[src/sv/mpi_pkg.sv]
package mpi_pkg;
   localparam logic [1:0] STATUS_OK        = 2'd0;
   localparam logic [1:0] STATUS_ZERO_MOD  = 2'd1;
   localparam logic [1:0] STATUS_ZERO_ZERO = 2'd2;
   localparam logic [1:0] STATUS_NO_INV    = 2'd3;
endpackage

[src/sv/mpi_if.sv]
interface mpi_req_if #(parameter int DATA_WIDTH = 32);
   logic valid;
   logic ready;
   logic [DATA_WIDTH-1:0] base;
   logic [DATA_WIDTH-1:0] exponent;
   logic [DATA_WIDTH-2:0] modulus;
   modport source (output valid, base, exponent, modulus, input ready);
   modport sink (input valid, base, exponent, modulus, output ready);
endinterface

interface mpi_rsp_if #(parameter int DATA_WIDTH = 32);
   logic valid;
   logic ready;
   logic [DATA_WIDTH-1:0] result;
   logic [1:0] status;
   modport source (output valid, result, status, input ready);
   modport sink (input valid, result, status, output ready);
endinterface

[src/sv/mpi_mulmod.sv]
// Bit-serial modular multiply: one multiplier bit per cycle, MSB first.
module mpi_mulmod #(
   parameter int W = 31
) (
   input  logic         clock,
   input  logic         reset,
   input  logic         start,
   input  logic [W-1:0] a,
   input  logic [W-1:0] b,
   input  logic [W-1:0] m,
   output logic         done,
   output logic [W-1:0] r
);
   localparam int CW = $clog2(W + 1);
   logic [W-1:0]  r_ff, r_in, b_ff, b_in;
   logic [CW-1:0] cnt_ff, cnt_in;
   logic          busy_ff, busy_in, done_ff, done_in;
   logic [W:0]    dbl, dsub, add, asub;
   logic [W-1:0]  t;

   always_comb begin
      dbl  = {r_ff, 1'b0};
      dsub = dbl - {1'b0, m};
      t    = (dbl >= {1'b0, m}) ? dsub[W-1:0] : dbl[W-1:0];
      add  = {1'b0, t} + {1'b0, a};
      asub = add - {1'b0, m};
      r_in = r_ff; b_in = b_ff; cnt_in = cnt_ff; busy_in = busy_ff; done_in = 1'b0;
      if (start) begin
         r_in = '0; b_in = b; cnt_in = CW'(W); busy_in = 1'b1;
      end else if (busy_ff) begin
         r_in = b_ff[W-1] ? ((add >= {1'b0, m}) ? asub[W-1:0] : add[W-1:0]) : t;
         b_in = {b_ff[W-2:0], 1'b0};
         cnt_in = cnt_ff - 1'b1;
         if (cnt_ff == CW'(1)) begin
            busy_in = 1'b0; done_in = 1'b1;
         end
      end
   end

   always_ff @(posedge clock) begin
      r_ff <= r_in; b_ff <= b_in; cnt_ff <= cnt_in;
      if (reset) begin
         busy_ff <= 1'b0; done_ff <= 1'b0;
      end else begin
         busy_ff <= busy_in; done_ff <= done_in;
      end
   end
   assign done = done_ff;
   assign r = r_ff;
endmodule

[src/sv/mpi_divider.sv]
// Restoring divider, one quotient bit per cycle.
module mpi_divider #(
   parameter int W = 32
) (
   input  logic         clock,
   input  logic         reset,
   input  logic         start,
   input  logic [W-1:0] num,
   input  logic [W-1:0] den,
   output logic         done,
   output logic [W-1:0] quo,
   output logic [W-1:0] rem
);
   localparam int CW = $clog2(W + 1);
   logic [W-1:0]  q_ff, q_in, r_ff, r_in;
   logic [CW-1:0] cnt_ff, cnt_in;
   logic          busy_ff, busy_in, done_ff, done_in;
   logic [W:0]    sh;

   always_comb begin
      sh = {r_ff, q_ff[W-1]};
      q_in = q_ff; r_in = r_ff; cnt_in = cnt_ff; busy_in = busy_ff; done_in = 1'b0;
      if (start) begin
         q_in = num; r_in = '0; cnt_in = CW'(W); busy_in = 1'b1;
      end else if (busy_ff) begin
         if (sh >= {1'b0, den}) begin
            r_in = W'(sh - {1'b0, den}); q_in = {q_ff[W-2:0], 1'b1};
         end else begin
            r_in = sh[W-1:0]; q_in = {q_ff[W-2:0], 1'b0};
         end
         cnt_in = cnt_ff - 1'b1;
         if (cnt_ff == CW'(1)) begin
            busy_in = 1'b0; done_in = 1'b1;
         end
      end
   end

   always_ff @(posedge clock) begin
      q_ff <= q_in; r_ff <= r_in; cnt_ff <= cnt_in;
      if (reset) begin
         busy_ff <= 1'b0; done_ff <= 1'b0;
      end else begin
         busy_ff <= busy_in; done_ff <= done_in;
      end
   end
   assign done = done_ff;
   assign quo = q_ff;
   assign rem = r_ff;
endmodule

[src/sv/modular_power_with_inverse.sv]
// Modular power: result = base**exponent mod modulus (truncated remainders; negative
// exponents return the inverse). One request at a time. The base is first reduced
// through the bit-serial divider; each of the significant exponent bits then takes a
// multiply and a square when set or a square only when clear, for W = DATA_WIDTH-1
// multiplier bits at one bit per cycle. A negative exponent adds up to about 1.44*W
// Euclid steps through the divider. Special cases present their result the cycle after
// the request beat. The result register holds one beat.
module modular_power_with_inverse
   import mpi_pkg::*;
#(
   parameter int DATA_WIDTH = 32
) (
   input logic clock,
   input logic reset,
   mpi_req_if.sink req,
   mpi_rsp_if.source rsp
);
   localparam int DW = DATA_WIDTH;
   localparam int MW = DATA_WIDTH - 1;
   localparam int CW = DATA_WIDTH + 1;

   localparam logic [3:0] S_IDLE = 4'd0, S_RED = 4'd1, S_REDW = 4'd2, S_BIT = 4'd3,
      S_MULW = 4'd4, S_SQW = 4'd5, S_EUC = 4'd6, S_EUCW = 4'd7, S_EUCU = 4'd8,
      S_FIN = 4'd9, S_OUT = 4'd10;

   logic [3:0]    st_ff, st_in;
   logic [MW-1:0] m_ff, m_in, sq_ff, sq_in, acc_ff, acc_in;
   logic [DW-1:0] e_ff, e_in;
   logic          eneg_ff, eneg_in, pneg_ff, pneg_in;
   logic [MW-1:0] r0_ff, r0_in, r1_ff, r1_in;
   logic signed [CW-1:0] c0_ff, c0_in, c1_ff, c1_in;
   logic [DW-1:0] res_ff, res_in;
   logic [1:0]    stat_ff, stat_in;
   logic [DW-1:0] bmag_ff, bmag_in;

   logic          mm_start, mm_done;
   logic [MW-1:0] mm_a, mm_b, mm_r;
   logic          dv_start, dv_done;
   logic [DW-1:0] dv_num, dv_den, dv_q, dv_r;

   logic [DW-1:0] bmag, emag;
   logic          bneg, eneg;
   logic signed [CW-1:0] qc, ct;
   logic [CW-1:0] xmag;
   logic          xneg, rn;

   mpi_mulmod #(.W(MW)) u_mul (
      .clock(clock), .reset(reset), .start(mm_start), .a(mm_a), .b(mm_b), .m(m_ff),
      .done(mm_done), .r(mm_r));
   mpi_divider #(.W(DW)) u_div (
      .clock(clock), .reset(reset), .start(dv_start), .num(dv_num), .den(dv_den),
      .done(dv_done), .quo(dv_q), .rem(dv_r));

   assign bneg = req.base[DW-1];
   assign eneg = req.exponent[DW-1];
   assign bmag = bneg ? DW'(-req.base) : req.base;
   assign emag = eneg ? DW'(-req.exponent) : req.exponent;
   assign req.ready = (st_ff == S_IDLE) && !rsp.valid;
   assign rsp.valid = (st_ff == S_OUT);
   assign rsp.result = res_ff;
   assign rsp.status = stat_ff;

   always_comb begin
      st_in = st_ff; m_in = m_ff; sq_in = sq_ff; acc_in = acc_ff; e_in = e_ff;
      eneg_in = eneg_ff; pneg_in = pneg_ff; r0_in = r0_ff; r1_in = r1_ff;
      c0_in = c0_ff; c1_in = c1_ff; res_in = res_ff; stat_in = stat_ff;
      bmag_in = bmag_ff;
      mm_start = 1'b0; mm_a = acc_ff; mm_b = sq_ff;
      dv_start = 1'b0; dv_num = bmag_ff; dv_den = DW'(m_ff);
      qc = '0; ct = '0; xmag = '0; xneg = 1'b0; rn = 1'b0;
      case (st_ff)
         S_IDLE: begin
            if (req.valid && req.ready) begin
               m_in = req.modulus; e_in = emag; eneg_in = eneg; bmag_in = bmag;
               pneg_in = bneg && emag[0];
               stat_in = STATUS_OK; st_in = S_OUT;
               if (req.modulus == '0) begin
                  res_in = '0; stat_in = STATUS_ZERO_MOD;
               end else if (req.base == '0 && req.exponent == '0) begin
                  res_in = DW'(req.modulus); stat_in = STATUS_ZERO_ZERO;
               end else if (req.exponent == '0) begin
                  res_in = (req.modulus == MW'(1)) ? '0 : DW'(1);
               end else if (req.base == '0) begin
                  if (eneg) begin
                     res_in = DW'(req.modulus); stat_in = STATUS_NO_INV;
                  end else begin
                     res_in = '0;
                  end
               end else begin
                  st_in = S_RED;
               end
            end
         end
         S_RED: begin
            dv_start = 1'b1;
            acc_in = (m_ff == MW'(1)) ? '0 : MW'(1);
            st_in = S_REDW;
         end
         S_REDW: if (dv_done) begin
            sq_in = dv_r[MW-1:0]; st_in = S_BIT;
         end
         S_BIT: begin
            if (e_ff == '0) begin
               st_in = S_FIN;
            end else if (e_ff[0]) begin
               mm_start = 1'b1; st_in = S_MULW;
            end else begin
               mm_start = 1'b1; mm_a = sq_ff; st_in = S_SQW;
            end
         end
         S_MULW: if (mm_done) begin
            acc_in = mm_r; mm_start = 1'b1; mm_a = sq_ff; st_in = S_SQW;
         end
         S_SQW: begin
            mm_a = sq_ff;
            if (mm_done) begin
               sq_in = mm_r; e_in = e_ff >> 1; st_in = S_BIT;
            end
         end
         S_FIN: begin
            st_in = S_OUT;
            if (!eneg_ff) begin
               res_in = pneg_ff ? DW'(-{1'b0, acc_ff}) : DW'(acc_ff);
            end else if (acc_ff == '0) begin
               res_in = DW'(m_ff); stat_in = STATUS_NO_INV;
            end else begin
               r0_in = acc_ff; r1_in = m_ff; c0_in = CW'(1); c1_in = '0; st_in = S_EUC;
            end
         end
         S_EUC: begin
            if (r1_ff == '0) begin
               st_in = S_OUT;
               if (r0_ff != MW'(1)) begin
                  res_in = DW'(m_ff); stat_in = STATUS_NO_INV;
               end else begin
                  xneg = c0_ff[CW-1];
                  xmag = xneg ? CW'(-c0_ff) : CW'(c0_ff);
                  rn = (xneg != pneg_ff) && (xmag != '0);
                  res_in = rn ? DW'(-xmag) : DW'(xmag);
               end
            end else begin
               dv_start = 1'b1; dv_num = DW'(r0_ff); dv_den = DW'(r1_ff); st_in = S_EUCW;
            end
         end
         S_EUCW: begin
            dv_num = DW'(r0_ff); dv_den = DW'(r1_ff);
            if (dv_done) st_in = S_EUCU;
         end
         S_EUCU: begin
            // quotient times c1 stays small: coefficients are bounded by m
            qc = CW'($signed({1'b0, dv_q}) * c1_ff);
            ct = c0_ff - qc;
            r0_in = r1_ff; r1_in = dv_r[MW-1:0];
            c0_in = c1_ff; c1_in = ct; st_in = S_EUC;
         end
         S_OUT: if (rsp.ready) st_in = S_IDLE;
         default: st_in = S_IDLE;
      endcase
   end

   always_ff @(posedge clock) begin
      m_ff <= m_in; sq_ff <= sq_in; acc_ff <= acc_in; e_ff <= e_in;
      eneg_ff <= eneg_in; pneg_ff <= pneg_in; r0_ff <= r0_in; r1_ff <= r1_in;
      c0_ff <= c0_in; c1_ff <= c1_in; res_ff <= res_in; stat_ff <= stat_in;
      bmag_ff <= bmag_in;
      if (reset) st_ff <= S_IDLE;
      else st_ff <= st_in;
   end

`ifndef SYNTHESIS
   a_no_accept_busy: assert property (@(posedge clock) disable iff (reset)
      (st_ff != S_IDLE) |-> !req.ready) else $error("accept while busy");
   a_zero_mod: assert property (@(posedge clock) disable iff (reset)
      (rsp.valid && stat_ff == STATUS_ZERO_MOD) |-> (res_ff == '0))
      else $error("zero modulus result");
   a_mul_done_state: assert property (@(posedge clock) disable iff (reset)
      mm_done |-> (st_ff == S_MULW || st_ff == S_SQW)) else $error("stray multiply");
`endif
endmodule

[src/flat_wrapper.sv]
// flat-port wrapper written by rule: the top's interface ports become plain ports
module modular_power_with_inverse_flat import mpi_pkg::*;
#(
   parameter int DATA_WIDTH = 32
)
  (clock, reset, req_valid, req_base, req_exponent, req_modulus, req_ready, rsp_valid, rsp_result, rsp_status, rsp_ready);
  mpi_req_if #(.DATA_WIDTH(DATA_WIDTH)) req_i ();
  mpi_rsp_if #(.DATA_WIDTH(DATA_WIDTH)) rsp_i ();
  input logic clock;
  input logic reset;
  input wire logic [$bits(req_i.valid)-1:0] req_valid;
  input wire logic [$bits(req_i.base)-1:0] req_base;
  input wire logic [$bits(req_i.exponent)-1:0] req_exponent;
  input wire logic [$bits(req_i.modulus)-1:0] req_modulus;
  output wire logic [$bits(req_i.ready)-1:0] req_ready;
  output wire logic [$bits(rsp_i.valid)-1:0] rsp_valid;
  output wire logic [$bits(rsp_i.result)-1:0] rsp_result;
  output wire logic [$bits(rsp_i.status)-1:0] rsp_status;
  input wire logic [$bits(rsp_i.ready)-1:0] rsp_ready;
  assign req_i.valid = req_valid;
  assign req_i.base = req_base;
  assign req_i.exponent = req_exponent;
  assign req_i.modulus = req_modulus;
  assign req_ready = req_i.ready;
  assign rsp_valid = rsp_i.valid;
  assign rsp_result = rsp_i.result;
  assign rsp_status = rsp_i.status;
  assign rsp_i.ready = rsp_ready;
  modular_power_with_inverse #(.DATA_WIDTH(DATA_WIDTH)) u_core (.clock(clock), .reset(reset), .req(req_i), .rsp(rsp_i));
endmodule
[config.mk]
export PLATFORM = sky130hd
export DESIGN_NAME = modular_power_with_inverse_flat
export DESIGN_NICKNAME = d
export VERILOG_FILES = /design/src/sv/mpi_pkg.sv /design/src/sv/mpi_if.sv /design/src/sv/mpi_mulmod.sv /design/src/sv/mpi_divider.sv /design/src/sv/modular_power_with_inverse.sv /design/src/flat_wrapper.sv
export SDC_FILE = /design/constraint.sdc
export NUM_CORES = 2
export LEC_CHECK = 0
export BUFFER_PORTS_ARGS = -buffer_cell sky130_fd_sc_hd__buf_2
export CORE_MARGIN = 2
export CORE_UTILIZATION = 40
export DETAILED_ROUTE_END_ITERATION = 10
export GPL_TIMING_DRIVEN = 0
export MAX_ROUTING_LAYER = met4
export PLACE_DENSITY = 0.61
export SYNTH_ARGS = -nofsm -noshare
export SYNTH_HDL_FRONTEND = slang
export SYNTH_SLANG_ARGS = --single-unit
[constraint.sdc]
create_clock -name clock -period 8.9 [get_ports clock]
set_clock_uncertainty 0.15 [all_clocks]
set_input_delay 1.335 -clock clock [delete_from_list [all_inputs] [get_ports clock]]
set_output_delay 1.335 -clock clock [all_outputs]
set_load 0.02 [all_outputs]
# [Word level (Yosys, flattened, before mapping)]
# Cells that the tools add are included.
[classes] eq_ne=29 n_reduce_logical=31 add_sub_neg=12 n_lt_le_gt_ge=3 mux=94 multipliers=1 bitwise=2
[op_table] operator="two-way mux 32 bit" n=18
[op_table] operator="two-way mux 31 bit" n=17
[op_table] operator="one-hot mux 31 bit (2 select lines)" n=4
[op_table] operator="one-hot mux 32 bit (2 select lines)" n=3
[op_table] operator="two-way mux 33 bit" n=5
[op_table] operator="one-hot mux 33 bit (2 select lines)" n=2
[op_table] operator="logical NOT 32 bit" n=3
[op_table] operator="negator 32 bit" n=3
[op_table] operator="one-hot mux 32 bit (3 select lines)" n=1
[op_table] operator="logical NOT 31 bit" n=3
[op_table] operator="one-hot mux 31 bit (3 select lines)" n=1
[op_table] operator="greater-or-equal comparator 32 x 31 -> 1 bit" n=2
[op_table] operator="== test 31 x 1 -> 1 bit (second input constant)" n=2
[op_table] operator="subtractor 31 bit" n=2
[op_table] operator="two-way mux 4 bit" n=14
[op_table] operator="one-hot mux 4 bit (11 select lines)" n=1
[op_table] operator="greater-or-equal comparator 33 x 32 -> 1 bit" n=1
[op_table] operator="multiplier 33 x 33 -> 33 bit" n=1
[op_table] operator="negator 33 bit" n=1
[op_table] operator="nonzero test 33 bit" n=1
[op_table] operator="subtractor 33 bit" n=1
[op_table] operator="adder 31 x 31 -> 32 bit" n=1
[op_table] operator="negator 31 -> 32 bit" n=1
[op_table] operator="subtractor 32 bit" n=1
[op_table] operator="29 further kinds" n=83
[totals] out_inout_bits=36 ff_bits=466 elab_cells=197

# [Logic depth before layout (Yosys ltp)]
[depth] ltp_word=8 ltp_mapped=35 ltp_nobuf=32

# [By module]
# From an unflattened synthesis, not the netlist that was laid out.
[unflattened] cells_unflattened=5465 area_unflattened_um2=50154.4
[by_module_without_submodules] mod="modular_power_with_inverse" seq_area_each_um2=9719.3 cells_each=3804 area_each_um2=36242.3 n_inst=1
[by_module_without_submodules] mod="mpi_mulmod" seq_area_each_um2=1691.6 cells_each=1092 area_each_um2=8808.4 n_inst=1
[by_module_without_submodules] mod="mpi_divider" seq_area_each_um2=1761.7 cells_each=569 area_each_um2=5103.6 n_inst=1

# [Worst setup path before layout]
# No wires, ideal clock.
[synth_path] path_kind="register to register" startpoint="register u_core.m_ff[21]" endpoint="register u_core.u_mul.r_ff[22] (netlist: u_core.u_mul.r[22])" stages_incl_launch_ff=32 setup_slack_ps=894 path_buffers=2 t_required_ps=8628 synth_period_minus_slack_ps=8006 arrival_time_ps=7734 cell_sequence="edfxtp_1 > inv_1 > ha_1 > a21o_1 > a21o_1 > a221oi_1 > o21ai_0 > o31a_1 > a31o_2 > o21ai_1 > clkbuf_1 > mux2_2 > ha_1 > and3_1 > a221o_1 > a31o_2 > nand3_1 > nand3_1 > a21o_1 > a21oi_1 > xnor2_1 > ha_1 > a211oi_1 > o21ai_0 > a31o_2 > o31a_1 > a31oi_1 > o21ai_0 > a41oi_1 > clkbuf_1 > o21ai_0 > a221o_1"
[synth_between] elab_chain_len=6
[synth_rtl] element="from (decl)" line="modular_power_with_inverse.sv:27" source="logic [MW-1:0] m_ff, m_in, sq_ff, sq_in, acc_ff, acc_in;"
[synth_rtl] element="from (signal assigned)" line="modular_power_with_inverse.sv:162" source="m_ff <= m_in; sq_ff <= sq_in; acc_ff <= acc_in; e_ff <= e_in;"
[synth_rtl] element="subtractor 31 bit or greater-or-equal comparator 32 x 31 -> 1 bit (tied branches)" line="mpi_mulmod.sv:23, mpi_mulmod.sv:24"
[synth_rtl] element="two-way mux 31 bit" line="mpi_mulmod.sv:24" source="t = (dbl >= {1'b0, m}) ? dsub[W-1:0] : dbl[W-1:0];"
[synth_rtl] element="adder 31 x 31 -> 32 bit" line="mpi_mulmod.sv:25" source="add = {1'b0, t} + {1'b0, a};"
[synth_rtl] element="subtractor 31 bit or greater-or-equal comparator 32 x 31 -> 1 bit (tied branches)" line="mpi_mulmod.sv:26, mpi_mulmod.sv:31"
[synth_rtl] element="two-way mux 31 bit" line="mpi_mulmod.sv:31" source="r_in = b_ff[W-1] ? ((add >= {1'b0, m}) ? asub[W-1:0] : add[W-1:0]) : t;"
[synth_rtl] element="two-way mux 31 bit *" line="mpi_mulmod.sv:31"
[synth_rtl] element="to (signal assigned)" line="mpi_mulmod.sv:41" source="r_ff <= r_in; b_ff <= b_in; cnt_ff <= cnt_in;"
[synth_rtl] element="to (decl)" line="mpi_mulmod.sv:15" source="logic [W-1:0] r_ff, r_in, b_ff, b_in;"
# Mark *: on every way between the ends. The rest lies on a longest branch, timed or not.
# A chain may end at the register's enable or synchronous reset.

# [Worst setup path in the final report]
[layout_path] startpoint="register u_core.u_div.q_ff[12] (netlist: u_core.u_div.quo[12])" endpoint="register u_core.c1_ff[32], data pin"
[layout_between] elab_chain_len=3
[layout_rtl] element="from (decl)" line="mpi_divider.sv:15" source="logic [W-1:0] q_ff, q_in, r_ff, r_in;"
[layout_rtl] element="from (signal assigned)" line="mpi_divider.sv:39" source="q_ff <= q_in; r_ff <= r_in; cnt_ff <= cnt_in;"
[layout_rtl] element="multiplier 33 x 33 -> 33 bit" line="modular_power_with_inverse.sv:151" source="qc = CW'($signed({1'b0, dv_q}) * c1_ff);"
[layout_rtl] element="subtractor 33 bit" line="modular_power_with_inverse.sv:152" source="ct = c0_ff - qc;"
[layout_rtl] element="one-hot mux 33 bit (2 select lines)" line="modular_power_with_inverse.sv:71" source="case (st_ff)"
[layout_rtl] element="to (signal assigned)" line="modular_power_with_inverse.sv:164" source="c0_ff <= c0_in; c1_ff <= c1_in; res_ff <= res_in; stat_ff <= stat_in;"
[layout_rtl] element="to (decl)" line="modular_power_with_inverse.sv:31" source="logic signed [CW-1:0] c0_ff, c0_in, c1_ff, c1_in;"
# No other way between the ends.

==> impl_results.rst <==
.. list-table::
   :header-rows: 1

   * - Metric
     - Value
   * - Final routed DRC violation total
     - 0
   * - Starting Density
     - 0.403
   * - Most used flip-flop cell after synthesis
     - sky130_fd_sc_hd__edfxtp_1
   * - Area of the core
     - 0.120 mm²
   * - Share of synthesized registers carrying an async set or reset
     - 0
   * - Top cell type's share of synthesized area
     - 0.239
   * - Syn avg cell area
     - 9.41 µm²
   * - Net count, final
     - 6201
   * - Wirelength per Cell
     - 26.4 µm
   * - Max-slew violations
     - 0
   * - Number of buffers inserted by port buffering
     - 132
   * - Drt total wl
     - 185000 µm
   * - Critical path endpoint category
     - flop
   * - Required time at the endpoint of the critical path
     - 9100 ps
   * - Clk Latency, worst-skew pair
     - 660 ps
   * - Post-Synthesis Cells
     - 5125
   * - Total met3 wirelength after detailed routing
     - 17200 µm
   * - Max Root-Sink Buffers
     - 3
   * - Number of fillers in the final layout
     - 11800
   * - Total nets after synthesis
     - 5991
   * - Max_cap viols
     - 0
   * - Clock period minus worst slack
     - 8760 ps
   * - Synth Register Bits
     - 466
   * - Number of antenna violations at the first check in global routing
     - 23
   * - Critical path startpoint category
     - flop
   * - Final-report hold violation count
     - 0
   * - Count of different cell masters after synthesis
     - 79
   * - Number of clock sinks seen by CTS
     - 466
   * - Die outline height
     - 351 µm
   * - Worst min-delay path class
     - flop to flop
   * - Post-placement worst setup slack
     - -1980 ps
   * - Mux contribution to synthesized area
     - 0.0287
   * - XOR/XNOR Fraction of Synth Area
     - 0.0588
   * - Most used standard cells in the synthesized netlist
     - sky130_fd_sc_hd__nand2_1 (679), sky130_fd_sc_hd__fa_1 (474), sky130_fd_sc_hd__inv_1 (468)
   * - Starting DRT DRC Count
     - 4551
   * - Post-place instance area
     - 0.0512 mm²
   * - Proportion of layout cells with a drive suffix above 1
     - 0.0783
   * - Worst Max-Slew Pin Slew
     - 1460 ps
   * - Area share of fa/ha/maj cells after synthesis
     - 0.273
   * - Cell area after synthesis
     - 0.0482 mm²
   * - TritonCTS clock tree
     - yes
   * - Routed metal-1 wirelength
     - 74200 µm
   * - HPWL reported at the end of detailed placement
     - 149000 µm
   * - Post-route worst hold slack
     - 355 ps
   * - Final weighted congestion of routability-driven global placement
     - 1.02
   * - Via count of the first global-routing pass
     - 39400
   * - Total global routing track utilization
     - 0.306
   * - Critical path start-end classification
     - flop to flop
   * - Clock-pin transition on the worst setup and hold timing paths
     - 60 ps
   * - Top layer reached by signal wires
     - met4
   * - Cell types with the largest area share after synthesis
     - sky130_fd_sc_hd__edfxtp_1 (24%), sky130_fd_sc_hd__fa_1 (20%), sky130_fd_sc_hd__ha_1 (7.6%), sky130_fd_sc_hd__and2_1 (5.7%), sky130_fd_sc_hd__nand2_1 (5.3%)
   * - Basic-gate share of the synthesized area counting and, or, nand and nor cells
     - 0.185
   * - H-tree depth reported by CTS
     - 2
   * - Relative slew slack
     - 0.0240
   * - Synth Area in Compound Gates
     - 0.125
   * - DR pass1 iterations
     - 8
   * - Die Width
     - 351 µm
   * - Residual overflow from global routing
     - 0
   * - Yosys top cell by area
     - sky130_fd_sc_hd__edfxtp_1
   * - I/O pin cnt
     - 135
   * - Status
     - finished, final reports clean
   * - F_max
     - 114 MHz
   * - DR vias/cell
     - 5.80
   * - Via count of the routed design
     - 40700
   * - Number of flops mapped to enable cells by yosys
     - 384
   * - Largest net degree at the start of global routing
     - 36
   * - Number of placed instances with taps included
     - 6883
   * - Synthesis-to-layout area growth
     - 10.6%
   * - Global-route wire length before repair
     - 267000 µm
   * - Combinational family with the most area after synthesis
     - adder cells
   * - Number of CTS-inserted buffers
     - 54
   * - Count of yosys warnings during synthesis
     - 0
   * - Fin area
     - 0.0534 mm²
   * - Remaining antenna violation count
     - 0
   * - Detail Route met2 WL
     - 83100 µm
   * - Die Outline Area
     - 0.123 mm²
   * - CTS root buf
     - sky130_fd_sc_hd__clkbuf_16
   * - Setup-failing EPs final
     - 0
   * - Worst Slack Setup Final
     - 143 ps
   * - Arr. time, crit path
     - 8960 ps
   * - Crit share post-route
     - 0.984
   * - Share of the yosys chip area belonging to registers
     - 0.273
   * - Most common cell in the netlist
     - sky130_fd_sc_hd__nand2_1
   * - Max FO, Critical Path
     - 10
   * - Placement row count
     - 127
   * - Number of standard cells in the layout, taps in and fillers out
     - 7011
## logic make-up after synthesis
| group | count (synthesis) |
|---|---|
| XOR/XNOR | 323 |
| flip-flops | 466 |
| adder cells (fa/ha/maj) | 767 |
| buffers and inverters | 728 |
| multiplexers | 130 |
| AO/OA/AOI/OAI | 942 |
| AND/OR/NAND/NOR | 1769 |
## layer usage
layer	global-route usage	up-vias
li1	-	18000
met2	0.467	1969
met3	0.0582	409
met5	-	-
met1	0.390	20300
met4	0.148	0
## critical path: stages (launching register included)
cell and delay (ps):
sky130_fd_sc_hd__edfxtp_1 490, sky130_fd_sc_hd__clkbuf_1 840, sky130_fd_sc_hd__nand2_1 190, sky130_fd_sc_hd__fa_1 620, sky130_fd_sc_hd__fa_1 460, sky130_fd_sc_hd__fa_1 490
sky130_fd_sc_hd__fa_1 490, sky130_fd_sc_hd__inv_1 50, sky130_fd_sc_hd__fa_1 450, sky130_fd_sc_hd__ha_1 320, sky130_fd_sc_hd__fa_1 480, sky130_fd_sc_hd__inv_1 50
sky130_fd_sc_hd__fa_1 430, sky130_fd_sc_hd__ha_1 360, sky130_fd_sc_hd__a21o_1 200, sky130_fd_sc_hd__nor2_1 270, sky130_fd_sc_hd__nand2_1 160, sky130_fd_sc_hd__a41o_1 270
sky130_fd_sc_hd__o32ai_1 330, sky130_fd_sc_hd__a211oi_1 220, sky130_fd_sc_hd__o41ai_1 530, sky130_fd_sc_hd__a21oi_1 260, sky130_fd_sc_hd__xnor2_1 270, sky130_fd_sc_hd__nor2_1 60
## per-stage QoR
step | util | TNS (ps)
after floorplan | - | 0
after global placement | 0.425 | -524730
after detailed placement | 0.427 | -50690
after CTS | 0.443 | -1.91
after global routing | 0.445 | -26.6
final | 0.445 | 0
## state kept, by name, indices dropped and copies added (netlist names), 31 cells and up
signal / cells
u_core.u_mul.r: 31
u_core.e_ff: 32
u_core.u_mul.b_ff: 31
u_core.rsp.result: 32
u_core.r0_ff: 31
u_core.bmag_ff: 32
u_core.acc_ff: 31
u_core.u_div.quo: 32
u_core.r1_ff: 31
u_core.m_ff: 31
u_core.c0_ff: 33
u_core.u_div.rem: 32
u_core.c1_ff: 33
u_core.mm_b: 31
## area by class of cell
cell class                      count  area [µm²]  share of cell area
Clock inverter                     35         368             0.00689
Timing Repair Buffer              160        1030              0.0193
Multi-Input combinational cell   3931       32500               0.610
Sequential cell                   466       13200               0.247
Clock buffer                       65        1400              0.0263
Tap cell                         1612        2020              0.0378
Inverter                          468        1760              0.0329
Buffer                            254        1030              0.0193
Antenna cell                       20        50.0            0.000938
## placed cells by master (no fill, tap or decap), types with 20 or more instances in the layout
cell / count
sky130_fd_sc_hd__a222oi_1: 27
sky130_fd_sc_hd__fa_1: 474
sky130_fd_sc_hd__o21a_1: 34
sky130_fd_sc_hd__edfxtp_1: 384
sky130_fd_sc_hd__or3_1: 27
sky130_fd_sc_hd__nand3b_1: 24
sky130_fd_sc_hd__buf_2: 138
sky130_fd_sc_hd__and2_1: 441
sky130_fd_sc_hd__nor2_1: 178
sky130_fd_sc_hd__dfxtp_1: 82
sky130_fd_sc_hd__clkbuf_1: 203
sky130_fd_sc_hd__nand2_1: 679
sky130_fd_sc_hd__diode_2: 20
sky130_fd_sc_hd__nor3_1: 74
sky130_fd_sc_hd__o21ai_0: 303
sky130_fd_sc_hd__nand2b_1: 44
sky130_fd_sc_hd__or4_1: 23
sky130_fd_sc_hd__clkbuf_2: 30
sky130_fd_sc_hd__ha_1: 293
sky130_fd_sc_hd__inv_1: 464
sky130_fd_sc_hd__a21oi_1: 174
sky130_fd_sc_hd__clkbuf_16: 54
sky130_fd_sc_hd__mux2_2: 68
sky130_fd_sc_hd__xor2_1: 109
sky130_fd_sc_hd__o31ai_1: 48
sky130_fd_sc_hd__and3_1: 46
sky130_fd_sc_hd__mux2i_1: 62
sky130_fd_sc_hd__a21o_1: 59
sky130_fd_sc_hd__a31oi_1: 25
sky130_fd_sc_hd__o41ai_1: 24
sky130_fd_sc_hd__a22oi_1: 32
sky130_fd_sc_hd__a211oi_1: 46
sky130_fd_sc_hd__nor4_1: 53
sky130_fd_sc_hd__nor2b_1: 38
sky130_fd_sc_hd__nand4_1: 27
sky130_fd_sc_hd__xnor2_1: 213
sky130_fd_sc_hd__nand3_1: 53
## final timing paths
kind | slack (ps) | start | cells past startpoint | endpoint
setup / recovery | 140 | u_core.u_div.quo[12]$_DFFE_PP_ | 23 | u_core.c1_ff[32]$_SDFFCE_PN0P_
hold / removal | 350 | u_core.u_div.cnt_ff[1]$_SDFFE_PP0P_ | 2 | u_core.u_div.cnt_ff[1]$_SDFFE_PP0P_
setup reg to reg | 140 | u_core.u_div.quo[12]$_DFFE_PP_ | 23 | u_core.c1_ff[32]$_SDFFCE_PN0P_
hold reg to reg | 350 | u_core.u_div.cnt_ff[1]$_SDFFE_PP0P_ | 2 | u_core.u_div.cnt_ff[1]$_SDFFE_PP0P_
## repair_timing
action	CTS	global route
setup endpoints to repair	36	36
hold buffers	0	0
resized for setup	32	90
setup buffers	2	11
endpoints found under the hold margin	0	0
pin swaps	1	3
Power is not shown: default switching activity piles up to over one toggle a cycle in this logic, so the estimate is an artifact.
